--- config.mk ---
export PLATFORM = sky130hd
export DESIGN_NAME = bcpa_inv_cell
export DESIGN_NICKNAME = d
export VERILOG_FILES = /design/src/rtl/bcpa_pkg.sv /design/src/rtl/bcpa_inv_cell.sv
export SDC_FILE = /design/constraint.sdc
export NUM_CORES = 2
export LEC_CHECK = 0
export BUFFER_PORTS_ARGS = -buffer_cell sky130_fd_sc_hd__buf_2
export CORE_MARGIN = 2
export CORE_UTILIZATION = 35
export CTS_CLUSTER_SIZE = 10
export DETAILED_ROUTE_END_ITERATION = 6
export HOLD_SLACK_MARGIN = 0.02
export PLACE_DENSITY = 0.58
export SLEW_MARGIN = 20
export SYNTH_ARGS = -nofsm -noshare
export SYNTH_HDL_FRONTEND = slang
export SYNTH_SLANG_ARGS = --single-unit
export TNS_END_PERCENT = 5
--- constraint.sdc ---
create_clock -name i_clk -period 25.2 [get_ports i_clk]
set_clock_uncertainty 0.1 [all_clocks]
set_input_delay 3.78 -clock i_clk [delete_from_list [all_inputs] [get_ports i_clk]]
set_output_delay 3.78 -clock i_clk [all_outputs]
set_load 0.01 [all_outputs]
--- src/rtl/bcpa_pkg.sv ---
`timescale 1ns / 1ps
// ----------------------------------------------------------------------------
// bcpa_pkg
// Shared types, codes and the GF(2^n) multiply for the binary curve point adder.
// ----------------------------------------------------------------------------
package bcpa_pkg;

    localparam int MAX_DEGREE = 16;
    localparam int W          = 16;
    localparam int INV_CELLS  = MAX_DEGREE - 1;

    typedef enum logic [1:0] {
        ST_OK    = 2'd0,
        ST_RANGE = 2'd1,
        ST_CURVE = 2'd2
    } t_status;

    typedef enum logic [2:0] {
        K_Q   = 3'd0,
        K_P   = 3'd1,
        K_INF = 3'd2,
        K_DBL = 3'd3,
        K_ADD = 3'd4
    } t_kind;

    typedef enum logic [2:0] {
        CFG_DEGREE = 3'd0,
        CFG_POLY   = 3'd1,
        CFG_A      = 3'd2,
        CFG_B      = 3'd3,
        CFG_QX     = 3'd4,
        CFG_QY     = 3'd5
    } t_cfg_idx;

    typedef struct packed {
        logic [4:0]   deg;
        logic [W-1:0] mask;
        logic [W:0]   red;
        logic [W-1:0] a;
        logic [W-1:0] b;
        logic [W-1:0] qx;
        logic [W-1:0] qy;
    } t_fld;

    typedef struct packed {
        logic [W-1:0] px;
        logic [W-1:0] py;
        logic [W-1:0] sqx;
        logic [W-1:0] chk;
        logic [W-1:0] num;
        logic [W-1:0] r;
        logic [W-1:0] base;
        logic [4:0]   step;
        t_kind        kind;
        t_status      st;
    } t_ctx;

    typedef struct packed {
        logic [W-1:0] x;
        logic [W-1:0] y;
        t_status      st;
    } t_res;

    function automatic logic [W-1:0] gf_mul(input logic [W-1:0] x, input logic [W-1:0] y,
                                            input t_fld f);
        logic [W:0]   xs;
        logic [W:0]   top;
        logic [W-1:0] acc;
        top = (W+1)'(1) << f.deg;
        xs  = {1'b0, x};
        acc = '0;
        for (int i = 0; i < W; i++) begin
            if (5'(i) < f.deg) begin
                if (y[i]) acc = acc ^ xs[W-1:0];
                xs = xs << 1;
                if ((xs & top) != '0) xs = xs ^ f.red;
            end
        end
        return acc;
    endfunction

endpackage

--- src/rtl/bcpa_inv_cell.sv ---
`timescale 1ns / 1ps
// ----------------------------------------------------------------------------
// bcpa_inv_cell
// One link of the inversion chain: folds in one power d^(2^k) while k < n.
// ----------------------------------------------------------------------------
module bcpa_inv_cell import bcpa_pkg::*; (
    input  logic i_clk,
    input  logic i_rst_n,
    input  logic i_adv,
    input  t_fld i_fld,
    input  logic i_vld,
    input  t_ctx i_ctx,
    output logic o_vld,
    output t_ctx o_ctx
);

    logic r_vld;
    t_ctx r_ctx;
    t_ctx n_ctx;

    always_comb begin
        n_ctx      = i_ctx;
        n_ctx.base = gf_mul(i_ctx.base, i_ctx.base, i_fld);
        n_ctx.step = i_ctx.step + 5'd1;
        if (i_ctx.step < i_fld.deg) begin
            n_ctx.r = gf_mul(i_ctx.r, i_ctx.base, i_fld);
        end
    end

    always_ff @(posedge i_clk) begin
        if (!i_rst_n) begin
            r_vld <= 1'b0;
        end else if (i_adv) begin
            r_vld <= i_vld;
        end
    end

    always_ff @(posedge i_clk) begin
        if (i_adv) begin
            r_ctx <= n_ctx;
        end
    end

    assign o_vld = r_vld;
    assign o_ctx = r_ctx;

endmodule

==> metrics.md <==
| Metric | Value |
|---|---|
| Finished Core Util | `0.392` |
| Min-Delay Path Class | `flip-flop to flip-flop` |
| Status | `finished with violations` |
| Synth Instances | `4865` |
| RSZ-0062 raised after global routing | `false` |
| Non-Filler Instances | `6217` |
| Gpl congestion | `1.12` |
| CTS Buf Count | `25` |
| Max Cap Viol | `0` |
| Initial antenna violation count | `21` |
| Slew Limit Fails | `0` |
| Final wirelength | `202000 µm` |
| Post-CTS Setup Inserts | `0` |
| Slew HR | `0.146` |
| Drt wl/cell | `32.5 µm` |
| Most frequent cells after synthesis | `767 x nand2_1, 675 x xnor2_1, 596 x nor2_1` |
| DRC Markers | `56` |
| Starting DRT DRC Count | `7398` |
| CP Launch Type | `input port` |
| Yosys top cell area share | `0.179` |
| Kind of critical path | `input port to flip-flop` |
| Post-synth top area cell | `xnor2_1` |
| CP required | `25.45 ns` |
| Post-CTS Resized | `0` |
| Leak | `13.5 nW` |
| Via Count | `42200` |
| WP data arrival | `23.88 ns` |
| Area contributors post-synth | `xnor2_1 18%, edfxtp_1 11%, nand2_1 8.7%` |
| R2R setup slack | `24.50 ns` |
| Syn_area_per_cell | `6.80 µm²` |
| CTS sink cnt | `123` |
| Syn Nets | `5098` |
| Post-DRT Antenna Nets | `0` |
| Initial Util | `0.354` |
| Slowest stage cell, crit path | `a311oi_2` |
| Cts hold-fix bufs | `0` |
| DIE WIDTH | `311 µm` |
| Area Overhead vs Synth | `10.7%` |
| Drt via density | `6.78` |
| Async S/R FF share, synth | `0` |
| Hold Fails Final Rpt | `0` |
| Dominant synthesized flop cell | `edfxtp_1` |
| Die height | `311 µm` |
| Clk buf depth | `3` |
| Detailed placer's ending HPWL | `140000 µm` |
| Highest Clock Rate | `0.0423 GHz` |
| Failing checks | `design-rule violations` |
| Htree depth | `4` |
| Peak supply drop | `0.0000875 V` |
| Worst Path Buf+Inv | `6` |
| CP delay by family, top | `compound AO/OA/AOI/OAI gates` |
| Root Driver | `clkbuf_16` |
| Post-synthesis sequential area ratio | `0.111` |
| CP Capture Type | `flip-flop` |
| Share of cells above drive strength 1 | `0.142` |
| Tmin final | `23.64 ns` |
| IO Pins | `351` |
| Port Buf Inserts | `269` |
| Crit-path max FO | `29` |
| Congestion Overflow GR | `0` |
| Final setup vio count | `0` |
| Worst-Skew Late Latency | `0.47 ns` |
| Drt first pass iters | `7` |
| Post-synthesis instance area | `33100 µm²` |
| Pwr Density | `202 nW/µm²` |
| Clock-pin slew on the worst setup and hold paths | `0.05 ns` |
| Core Region | `93500 µm²` |
| Nets | `5174` |
| Worst Hold Slack | `0.436 ns` |
| Total track usage | `0.395` |
| CTS tree | `done` |
| Placed cells | `6168` |
| Warnings from Yosys | `0` |
| Largest net degree at the start of global routing | `68` |
| Tightest Pin Transition | `1.26 ns` |
| Final period util | `0.938` |
| Most common cell in the netlist | `nand2_1` |
| Die area | `97000 µm²` |
| Synth cell types | `128` |
| Number of flops mapped to enable cells by yosys | `122` |
| First-pass GRT wire length | `282000 µm` |
| Site Rows | `112` |
| CP most frequent cell | `buf_4` |
| Yosys reg bits | `123` |
| Slowest stage delay, CP | `0.91 ns` |
| Final TNS setup | `0 ns` |
| Vias in the first global route | `37400` |
| Fillcell total | `9884` |
[flip-flops by register name (all words and copies together), names as in the netlist]
| name | count |
|---|---|
| o_ctx | 122 |
| o_vld | 1 |
[cell usage in the layout (no fill, tap or decap), drive strengths merged, types with 18 or more instances in the layout]
master	instances
a2111oi	28
o2111ai	30
xnor2	676
a21oi	308
a211oi	55
and3	65
o31ai	47
nand2	771
nor2	602
nor4	42
buf	480
clkbuf	28
mux2	24
or4	26
o21a	18
a221oi	34
a21o	40
o41ai	21
o21ai	241
inv	30
a211o	21
nor3	100
o211ai	48
o221ai	25
or3	26
o22ai	67
edfxtp	122
xor2	137
and2	42
nand2b	26
a22oi	71
nand3	114
nand4	43
a22o	21
or2	28
mux2i	123
a31oi	68
[worst paths after layout]
check                                         from  cells after the start                  end
worst min register to register  o_vld$_SDFFE_PN0P_                      2   o_vld$_SDFFE_PN0P_
worst max-delay path                    i_fld[100]                     53  o_ctx[40]$_DFFE_PP_
worst max register to register  o_vld$_SDFFE_PN0P_                      2   o_vld$_SDFFE_PN0P_
worst min-delay path            o_vld$_SDFFE_PN0P_                      2   o_vld$_SDFFE_PN0P_
[final cells by class]
cell class | count | area (µm²) | area share
Multi-Input combinational cell | 4275 | 27600 | 0.753
Tap cell | 1254 | 1570 | 0.0428
Clock buffer | 28 | 637 | 0.0174
Antenna cell | 17 | 42.5 | 0.00116
Timing Repair Buffer | 480 | 2930 | 0.0801
Clock inverter | 4 | 43.8 | 0.00120
Inverter | 36 | 135 | 0.00369
Sequential cell | 123 | 3680 | 0.101
[where the power goes]
part | leakage [nW] | internal, mW | switching, mW
registers | 1.20 | 0.342 | 0.00893
clock network | 0.335 | 0.186 | 0.0882
logic | 11.9 | 2.69 | 4.09
total | 13.5 | 3.22 | 4.19
[per-layer routing]
layer	vias to the layer above	wire length (µm)	part of all wire	global-route usage
li1	17700	-	-	-
met1	19600	73900	0.37	0.490
met2	3804	76900	0.38	0.547
met3	1099	32100	0.16	0.161
met4	18	19200	0.095	0.284
met5	-	127	0.00063	0.00296
[tightest hold or removal path: cells and delay by family, from the launching register on]
family / cells / cell delay (ns)
multiplexers: 1 / 0.07
flip-flops: 1 / 0.32
AND/OR/NAND/NOR: 1 / 0.11
[metrics by stage]
stage               total power [mW]  worst slack (ns)  area [µm²]
floorplan                       5.37              7.19       33100
finish                          7.41              1.56       36600
detailed placement              6.93              2.08       35900
global route                    7.83             0.655       36600
global placement                6.89              2.08       35900
CTS                             7.23              2.49       36600
[kinds of logic (layout without fill, tap and decap cells)]
logic type | count (synthesis) | after routing | synth area share
AO/OA/AOI/OAI | 1350 | 1350 | 0.288
AND/OR/NAND/NOR | 1946 | 1946 | 0.267
flip-flops | 123 | 123 | 0.111
buffers and inverters | 467 | 548 | 0.0599
multiplexers | 158 | 158 | 0.0541
other | 0 | 17 | 0
XOR/XNOR | 816 | 816 | 0.218
adder cells (fa/ha/maj) | 5 | 5 | 0.00189
Power figures use the tool's default switching activity.
